$ cat src/rtl/scr_pkg.sv
// ---------------------------------------------------------------------------
// scr_pkg: shared definitions for the serial command recognizer
// Character codes, result kinds and sizes used by the interfaces, the text
// decoder and the top level.
// ---------------------------------------------------------------------------
package scr_pkg;

    localparam int CHAR_W      = 8;
    localparam int KIND_W      = 3;
    localparam int VALUE_W     = 7;
    localparam int TEXT_LEN    = 3;
    localparam int COUNT_W     = 2;
    localparam int CNT_W       = 8;

    localparam logic [CHAR_W-1:0] CHAR_HASH = 8'h23;   // '#'
    localparam logic [CHAR_W-1:0] CHAR_BANG = 8'h21;   // '!'
    localparam logic [CHAR_W-1:0] CHAR_C    = 8'h43;   // 'C'
    localparam logic [CHAR_W-1:0] CHAR_N    = 8'h4E;   // 'N'
    localparam logic [CHAR_W-1:0] CHAR_E    = 8'h45;   // 'E'
    localparam logic [CHAR_W-1:0] CHAR_W_UC = 8'h57;   // 'W'
    localparam logic [CHAR_W-1:0] CHAR_D    = 8'h44;   // 'D'
    localparam logic [CHAR_W-1:0] CHAR_0    = 8'h30;   // '0'
    localparam logic [CHAR_W-1:0] CHAR_9    = 8'h39;   // '9'
    localparam logic [CHAR_W-1:0] CHAR_NUL  = 8'h00;

    localparam logic [COUNT_W-1:0] TEXT_FULL   = 2'd3;
    localparam logic [CNT_W-1:0]   COUNT_LIMIT = 8'd5;

    typedef enum logic [KIND_W-1:0] {
        KIND_START  = 3'd0,
        KIND_PLAY   = 3'd1,
        KIND_NEW    = 3'd2,
        KIND_END    = 3'd3,
        KIND_IGNORE = 3'd4
    } kind_t;

    typedef logic [TEXT_LEN-1:0][CHAR_W-1:0] text_t;

endpackage

$ cat src/rtl/scr_if.sv
// ---------------------------------------------------------------------------
// scr_if: valid/ready channels of the serial command recognizer
// scr_char_if carries received characters, scr_result_if carries results.
// ---------------------------------------------------------------------------
interface scr_char_if;
    logic                       valid;
    logic                       ready;
    logic [scr_pkg::CHAR_W-1:0] char_in;

    modport source (output valid, output char_in, input ready);
    modport sink   (input valid, input char_in, output ready);
endinterface

interface scr_result_if;
    logic                        valid;
    logic                        ready;
    logic [scr_pkg::KIND_W-1:0]  kind;
    logic [scr_pkg::VALUE_W-1:0] value;

    modport source (output valid, output kind, output value, input ready);
    modport sink   (input valid, input kind, input value, output ready);
endinterface

$ cat src/rtl/scr_decode.sv
// ---------------------------------------------------------------------------
// scr_decode: command text decoder
// Maps the three stored characters to play / new game / end game / ignore.
// ---------------------------------------------------------------------------
module scr_decode
(
    input  scr_pkg::text_t              text,
    output scr_pkg::kind_t              kind,
    output logic [scr_pkg::VALUE_W-1:0] value
);

    logic [scr_pkg::CHAR_W-1:0]  a;
    logic [scr_pkg::CHAR_W-1:0]  b;
    logic [scr_pkg::CHAR_W-1:0]  c;
    logic                        b_digit;
    logic                        c_digit;
    logic [scr_pkg::VALUE_W-1:0] b_val;
    logic [scr_pkg::VALUE_W-1:0] c_val;

    assign a = text[0];
    assign b = text[1];
    assign c = text[2];

    assign b_digit = (b >= scr_pkg::CHAR_0) && (b <= scr_pkg::CHAR_9);
    assign c_digit = (c >= scr_pkg::CHAR_0) && (c <= scr_pkg::CHAR_9);

    // ASCII digits: low nibble is the digit value
    assign b_val = {3'b000, b[3:0]};
    assign c_val = {3'b000, c[3:0]};

    always_comb
    begin
        kind  = scr_pkg::KIND_IGNORE;
        value = '0;
        if (a == scr_pkg::CHAR_C && b_digit && c == scr_pkg::CHAR_NUL)
        begin
            kind  = scr_pkg::KIND_PLAY;
            value = b_val;
        end
        else if (a == scr_pkg::CHAR_C && b_digit && c_digit)
        begin
            kind  = scr_pkg::KIND_PLAY;
            value = (b_val << 3) + (b_val << 1) + c_val;   // b*10 + c
        end
        else if (a == scr_pkg::CHAR_N && b == scr_pkg::CHAR_E && c == scr_pkg::CHAR_W_UC)
        begin
            kind = scr_pkg::KIND_NEW;
        end
        else if (a == scr_pkg::CHAR_E && b == scr_pkg::CHAR_N && c == scr_pkg::CHAR_D)
        begin
            kind = scr_pkg::KIND_END;
        end
    end

endmodule

$ cat src/rtl/serial_command_recognizer_unit.sv
// ---------------------------------------------------------------------------
// serial_command_recognizer_unit: command recognizer for a received stream
// Path: an accepted character is held in the input register, and its result
//   is loaded into the result register, which drives cmd.
// Throughput: one character per cycle; ready falls only when a result is
//   blocked in the result register and the staged character has one too.
// Reset (rst_n low, async): not reading, empty text, counter zero, both
//   stages empty.
// ---------------------------------------------------------------------------
module serial_command_recognizer_unit
(
    input  logic                clk,
    input  logic                rst_n,
    scr_char_if.sink            rx,
    scr_result_if.source        cmd
);

    // ---- input stage ----
    logic                              s1_valid_reg;
    logic [scr_pkg::CHAR_W-1:0]        s1_char_reg;

    // ---- recognizer state ----
    logic                              reading_reg;
    logic                              reading_next;
    logic [scr_pkg::COUNT_W-1:0]       count_reg;
    logic [scr_pkg::COUNT_W-1:0]       count_next;
    scr_pkg::text_t                    text_reg;
    scr_pkg::text_t                    text_next;
    logic [scr_pkg::CNT_W-1:0]         cnt_reg;
    logic [scr_pkg::CNT_W-1:0]         cnt_next;

    // ---- result stage ----
    logic                              out_valid_reg;
    logic                              out_valid_next;
    scr_pkg::kind_t                    out_kind_reg;
    scr_pkg::kind_t                    out_kind_next;
    logic [scr_pkg::VALUE_W-1:0]       out_value_reg;
    logic [scr_pkg::VALUE_W-1:0]       out_value_next;

    // ---- step logic ----
    logic                              is_hash;
    logic                              is_bang;
    logic                              has_result;
    logic                              out_load_ok;
    logic                              s1_done;
    logic                              s1_free;
    scr_pkg::kind_t                    dec_kind;
    logic [scr_pkg::VALUE_W-1:0]       dec_value;
    scr_pkg::kind_t                    res_kind;
    logic [scr_pkg::VALUE_W-1:0]       res_value;

    // Decode always looks at the stored text; used only when '!' ends a command.
    scr_decode u_decode
    (
        .text  (text_reg),
        .kind  (dec_kind),
        .value (dec_value)
    );

    assign is_hash = (s1_char_reg == scr_pkg::CHAR_HASH);
    // '!' outside a command is an ordinary character
    assign is_bang = reading_reg && (s1_char_reg == scr_pkg::CHAR_BANG);

    // State update for the staged character
    always_comb
    begin
        reading_next = reading_reg;
        count_next   = count_reg;
        text_next    = text_reg;
        if (is_hash)
        begin
            reading_next = 1'b1;
            count_next   = '0;
            text_next    = '0;
        end
        else if (is_bang)
        begin
            reading_next = 1'b0;
        end
        else if (reading_reg)
        begin
            if (count_reg == scr_pkg::TEXT_FULL)
            begin
                // overlong command: drop the character, stop reading
                reading_next = 1'b0;
            end
            else
            begin
                text_next[count_reg] = s1_char_reg;
                count_next           = count_reg + 2'd1;
            end
        end
    end

    // '#' and a command-ending '!' restart the counter at one; all else counts up
    assign cnt_next = (is_hash || is_bang) ? 8'd1 : cnt_reg + 8'd1;

    always_comb
    begin
        res_kind  = scr_pkg::KIND_IGNORE;
        res_value = '0;
        if (is_hash)
        begin
            res_kind = scr_pkg::KIND_START;
        end
        else if (is_bang)
        begin
            res_kind  = dec_kind;
            res_value = dec_value;
        end
    end

    // Too many characters without a command boundary also yields ignore
    assign has_result = is_hash || is_bang || (cnt_next > scr_pkg::COUNT_LIMIT);

    // Result register takes a new item when empty or being drained
    assign out_load_ok = !out_valid_reg || cmd.ready;
    // A staged character without a result never waits on the output side
    assign s1_done     = s1_valid_reg && (!has_result || out_load_ok);
    assign s1_free     = !s1_valid_reg || s1_done;
    assign rx.ready    = s1_free;

    always_comb
    begin
        out_valid_next = out_valid_reg;
        out_kind_next  = out_kind_reg;
        out_value_next = out_value_reg;
        if (out_load_ok)
        begin
            out_valid_next = s1_valid_reg && has_result;
            out_kind_next  = res_kind;
            out_value_next = res_value;
        end
    end

    always_ff @(posedge clk or negedge rst_n)
    begin
        if (!rst_n)
        begin
            s1_valid_reg  <= 1'b0;
            reading_reg   <= 1'b0;
            count_reg     <= '0;
            text_reg      <= '0;
            cnt_reg       <= '0;
            out_valid_reg <= 1'b0;
        end
        else
        begin
            if (s1_free)
            begin
                s1_valid_reg <= rx.valid;
            end
            if (s1_done)
            begin
                reading_reg <= reading_next;
                count_reg   <= count_next;
                text_reg    <= text_next;
                cnt_reg     <= cnt_next;
            end
            out_valid_reg <= out_valid_next;
        end
    end

    // Payload registers, no reset
    always_ff @(posedge clk)
    begin
        if (s1_free && rx.valid)
        begin
            s1_char_reg <= rx.char_in;
        end
        out_kind_reg  <= out_kind_next;
        out_value_reg <= out_value_next;
    end

    assign cmd.valid = out_valid_reg;
    assign cmd.kind  = out_kind_reg;
    assign cmd.value = out_value_reg;

endmodule
$ cat src/flat_wrapper.sv
// flat-port wrapper written by rule: the top's interface ports become plain ports
module serial_command_recognizer_unit_flat 
  (clk, rst_n, rx_valid, rx_char_in, rx_ready, cmd_valid, cmd_kind, cmd_value, cmd_ready);
  scr_char_if rx_i ();
  scr_result_if cmd_i ();
  input  logic clk;
  input  logic rst_n;
  input wire logic [$bits(rx_i.valid)-1:0] rx_valid;
  input wire logic [$bits(rx_i.char_in)-1:0] rx_char_in;
  output wire logic [$bits(rx_i.ready)-1:0] rx_ready;
  output wire logic [$bits(cmd_i.valid)-1:0] cmd_valid;
  output wire logic [$bits(cmd_i.kind)-1:0] cmd_kind;
  output wire logic [$bits(cmd_i.value)-1:0] cmd_value;
  input wire logic [$bits(cmd_i.ready)-1:0] cmd_ready;
  assign rx_i.valid = rx_valid;
  assign rx_i.char_in = rx_char_in;
  assign rx_ready = rx_i.ready;
  assign cmd_valid = cmd_i.valid;
  assign cmd_kind = cmd_i.kind;
  assign cmd_value = cmd_i.value;
  assign cmd_i.ready = cmd_ready;
  serial_command_recognizer_unit u_core (.clk(clk), .rst_n(rst_n), .rx(rx_i), .cmd(cmd_i));
endmodule
$ cat config.mk
export PLATFORM = sky130hd
export DESIGN_NAME = serial_command_recognizer_unit_flat
export DESIGN_NICKNAME = d
export VERILOG_FILES = /design/src/rtl/scr_pkg.sv /design/src/rtl/scr_if.sv /design/src/rtl/scr_decode.sv /design/src/rtl/serial_command_recognizer_unit.sv /design/src/flat_wrapper.sv
export SDC_FILE = /design/constraint.sdc
export NUM_CORES = 1
export LEC_CHECK = 0
export ABC_AREA = 1
export BUFFER_PORTS_ARGS = -buffer_cell sky130_fd_sc_hd__buf_2
export CORE_MARGIN = 4
export CORE_UTILIZATION = 35
export DETAILED_ROUTE_END_ITERATION = 8
export GPL_TIMING_DRIVEN = 0
export PLACE_DENSITY_LB_ADDON = 0.25
export SKIP_LAST_GASP = 1
export SYNTH_ARGS = -nofsm -noshare
export SYNTH_HDL_FRONTEND = slang
export SYNTH_SLANG_ARGS = --single-unit
$ cat constraint.sdc
create_clock -name clk -period 2.15 [get_ports clk]
set_clock_uncertainty 0.05 [all_clocks]
set_input_delay 0.1075 -clock clk [delete_from_list [all_inputs] [get_ports clk]]
set_output_delay 0.1075 -clock clk [all_outputs]
set_load 0.005 [all_outputs]
Word level (Yosys, flattened, before mapping). Cells that the tools add are included.

Add/sub/neg operators: 4. Order comparisons: 7. Eq/ne operators: 12. Mux-type cells: 23. Bitwise operators: 2. Reductions and logical operators: 28.

Operator list (count): $mux 24 (4); $eq 8x7->1 const B (7); $bwmux 24 (1); $demux 8 s2 (1); $eq 8x6->1 const B (2); $ge 8x6->1 const B (2); $le 8x6->1 const B (2); $mux 8 (2); $mux 3 (5); $logic_and 1x1->1 (14); $add 8x1->8 const B (1); $gt 8x3->1 const B (1); $logic_not 8->1 (1); $mux 2 (4); $mux 4 (2); $reduce_or 4->1 (2); $add 7x4->7 (1); $add 7x5->7 (1); $logic_or 1x1->1 (5); $mux 1 (4); $ne 2x1->1 const B (2); $reduce_and 4->1 (1); $logic_not 1->1 (3); $lt 2x3->1 const B (1); 6 further kinds (7).

Register bits: 55. Output and inout bits: 12. Word-level logic and storage cells: 90.

Longest topological paths before layout.
Depth after elaboration: 11. Depth in mapped cells: 15.

By module. From an unflattened synthesis, not the netlist that was laid out.

Cells, all modules: 394. Area total of the unflattened synthesis: 3161.8 sq um.

By module, submodules not included: serial_command_recognizer_unit (times used 1, cells each 279, area each 2555.0 sq um); scr_decode (times used 1, cells each 115, area each 606.8 sq um).

Least setup slack after synthesis. OpenSTA, ideal clock, no wires.

Path type: flip-flop to flip-flop. Start point: reg u_core.text_reg[8] (netlist bit). End point: reg u_core.out_value_reg, in the netlist u_core.cmd.value[6] (data pin). Library setup time: 0.146 ns. Arrival time: 2.074 ns. Slack: -0.120 ns. Cell stages (with the launch flop): 8. Buffers on the path: 0. Period minus slack after synthesis: 2.270 ns. Path through: dfrtp_1 -> fa_1 -> inv_1 -> fa_1 -> o21ai_0 -> a21oi_1 -> or2_2 -> a21oi_1.

Word-level cells in the longest chain between the ends: 6. Elaborated cells on any way between the ends: 10. Classes of those cells: add/sub (2); order compare (2); bitwise (1); reduce/logical (5).

RTL lines: start, declared (RTL line serial_command_recognizer_unit.sv:27) `scr_pkg::text_t text_reg;`; start signal, assigned (RTL line serial_command_recognizer_unit.sv:157) `text_reg <= text_next;`; parallel branches: the longest is 6 deep, another holds $add 7x5->7; end signal, assigned (RTL line serial_command_recognizer_unit.sv:172) `out_value_reg <= out_value_next;`; end, declared (RTL line serial_command_recognizer_unit.sv:37) `logic [scr_pkg::VALUE_W-1:0] out_value_reg;`.

Several ways; the timed one is not identified. A chain may end at the register's enable or synchronous reset.

Worst setup path in the final report.
Start point: reg u_core.text_reg[19] (netlist bit). End point: reg u_core.out_value_reg, in the netlist u_core.cmd.value[6] (data pin).

Word-level cells in the longest chain between the ends: 5. Elaborated cells on any way between the ends: 9. Classes of those cells: add/sub (1); order compare (2); bitwise (1); reduce/logical (5).

RTL lines: $ge 8x6->1 / $le 8x6->1 (equally long branches) (RTL line scr_decode.sv:25) `assign c_digit = (c >= scr_pkg::CHAR_0) && (c <= scr_pkg::CHAR_9);`; $logic_and 1x1->1 (RTL line scr_decode.sv:25); $logic_and 1x1->1 (RTL line scr_decode.sv:40) `else if (a == scr_pkg::CHAR_C && b_digit && c_digit)`; $not 1->1 (no line); $reduce_or 4->1 (no line).

Parallel ways exist; a longest one is shown, timed or not.

==> metrics.md <==
| Metric | Value |
|---|---|
| Status | complete, no violations |
| Final Cell Area | 3720 µm² |
| Area after DPL | 3240 µm² |
| Worst-path fanout max | 2 |
| Ys async rst share | 67.3% |
| Global-route wire length before repair | 11.5 mm |
| Dpl cells | 474 |
| Die height | 100 µm |
| Maxcap violations | 0 |
| # port buffers | 23 |
| Layout net count | 432 |
| Commonest non-fill, non-tap cell in the layout | nand2_1 |
| DRT antenna net count | 0 |
| Residual DRC | 0 |
| DRT Pass-1 Iters | 4 |
| Rel. slew slack | 43.8% |
| Post-DP HPWL | 4.77 mm |
| Final Total Pwr | 3.00 mW |
| Synth Flop Type | dfrtp_1 |
| Setup Viol. Count Final | 0 |
| Cell taking the most area after synthesis | dfrtp_1 |
| Vias in the first global route | 2,327 |
| Placement Setup Slack | -0.167 ns |
| Final max-slew violation count | 0 |
| Leakage | 1.76 nW |
| Top Metal Used | met4 |
| Post-synthesis net count | 372 |
| Syn Area/Cell | 8.64 µm² |
| DIE WIDTH | 100 µm |
| # diodes | 0 |
| XOR/XNOR Fraction of Synth Area | 0.293% |
| Clock Tree Buf Depth | 2 |
| Synth cell types | 31 |
| Share of layout cells above drive strength 1 | 24.8% |
| Crit path kind | reg2reg |
| RSZ-0062 raised after global routing | true |
| Maximum VDD drop | 0.322 mV |
| WP data required | 2.28 ns |
| Routed length per instance | 13.4 µm |
| Max reg flops | 24 |
| Syn. warnings | 0 |
| GP Congestion | 0.828 |
| Largest net degree at the start of global routing | 38 |
| Hold slack | 0.0177 ns |
| Non-Filler Instances | 512 |
| Fin crit share | 99.2% |
| Max frequency | 469 MHz |
| Arrival time at the worst endpoint | 2.27 ns |
| Area Growth Syn to Fin | 24.4% |
| Congestion Overflow GR | 0 |
| Fin Setup TNS | 0 ns |
| Critical Path Start Type | flip-flop |
| Flops & latches, synth | 55 |
| Synth Area in Adders | 6.37% |
| Worst hold path class | in2reg |
| Most frequent cells in the layout | nand2_1, inv_1, nand4_1, dfrtp_1, buf_2 |
| I/O pin cnt | 24 |
| Core ar. | 8260 µm² |
| Post-synth top area share | 31.0% |
| Antenna violations before repair | 0 |
| Final worst path period need | 2.13 ns |
| Rows | 33 |
| Crit. End Element | flip-flop |
| Final wirelength | 6.84 mm |
| Met2 wire length | 3.19 mm |
| EDFF count, synth | 18 |
| Area contributors post-synth | dfrtp_1, edfxtp_1, nand2_1 |
| Synth Area in Simple Gates | 30.4% |
| Syn Inst Count | 346 |
| Clk_lat worst skew | 0.31 ns |
| Register area share after synthesis | 49.1% |
| Wl on met1 | 3.20 mm |
| Worst-path clk slew | 0.10 ns |
| Clk root buf | clkbuf_8 |
| Multiplexer share of the synthesized area | 0% |
| Number of DRC markers in iteration 0 | 152 |
| Tot GR Track Use | 14.3% |
| CTS Buf Count | 5 |
| Largest family of logic cells by synthesized area | simple AND/OR/NAND/NOR gates |
| Min setup slack post-route | 0.0167 ns |
| Via-to-Cell Ratio | 4.86 |
| H-tree depth | 2 |
| CTS tree | built |
| Initial Util | 36.2% |
| Post-Syn Area | 2990 µm² |
| Worst Tran Pin Value | 0.843 ns |
| Compound-cell area share of the yosys netlist | 6.53% |
| Pwr dens | 806 nW/µm² |
| CTS sink count | 55 |
| Routed vias | 2,489 |
| Core Util, Final | 45.0% |
| Die Footprint | 10,100 µm² |
| DR WL met3 | 327 µm |
| Fin. Hold Viols | 0 |
==> final cells by class <==
cell class | count | area, µm²
Timing Repair Buffer | 53 | 370
Buffer | 8 | 55.1
Clock inverter | 1 | 30.0
Multi-Input combinational cell | 239 | 1390
Tap cell | 105 | 131
Fill cell | 840 | 4540
Sequential cell | 55 | 1470
Inverter | 44 | 171
Clock buffer | 7 | 97.6
==> report_power, final <==
part	internal, mW	total, mW	leakage [nW]	switching (mW)
Sequential	1.22	1.33	0.680	0.108
Combinational	0.376	0.903	1.02	0.526
Clock	0.419	0.765	0.0636	0.346
==> timing repair <==
| item | CTS | global route |
|---|---|---|
| hold endpoints to repair | 45 | 0 |
| cloned | 0 | 1 |
| pin swaps | 5 | 10 |
| endpoints found under the setup margin | 34 | 45 |
| buffers inserted | 11 | 9 |
| hold buffers | 9 | 0 |
| gates resized for setup | 10 | 22 |
==> Yosys cell counts (3+ instances only) <==
cell type / n
nand2_2: 5
edfxtp_1: 18
inv_1: 42
o21ai_0: 14
a21oi_1: 8
nor4_1: 5
nor2_1: 24
ha_1: 12
nand2_1: 94
or2_2: 6
o21ai_1: 6
nand3_1: 12
dfrtp_1: 37
nand4_1: 34
buf_2: 5
nand3_2: 3
==> final timing paths <==
| path | slack (ns) | endpoint | depth (start not counted) | from |
|---|---|---|---|---|
| setup / recovery | 0.02 | u_core.cmd.value[6] | 7 | u_core.text_reg[19] |
| hold / removal | 0.02 | u_core.s1_valid_reg | 3 | rx_valid |
| setup reg to reg | 0.02 | u_core.cmd.value[6] | 7 | u_core.text_reg[19] |
| hold reg to reg | 0.43 | u_core.text_reg[7] | 2 | u_core.text_reg[7] |
| max in group asynchronous | 1.08 | u_core.text_reg[10] | 2 | rst_n |
| min in group asynchronous | 0.37 | u_core.reading_reg | 2 | rst_n |
==> metal layers <==
metal  track usage [%]  vias to the layer above
met3              2.36                        9
li1                  -                     1273
met4              4.46                        0
met2              22.5                       57
met5                 0                        -
met1              20.1                     1150
==> cell families (layout without fill, tap and decap cells) <==
family / count (synthesis) / count (layout)
xor+xnor: 1 / 1
flops: 55 / 55
compound gates: 33 / 33
buf+inv: 52 / 113
fa+ha+maj: 14 / 14
simple gates: 191 / 191
==> critical path, stage by stage (launching register included) <==
cell and delay (ns):
dfrtp_2 0.43, fa_1 0.56, inv_1 0.06, fa_2 0.35, o21ai_2 0.14, a21oi_2 0.08
or2_4 0.23, a21oi_2 0.11
No activity file was read; power rests on OpenSTA's default activity.
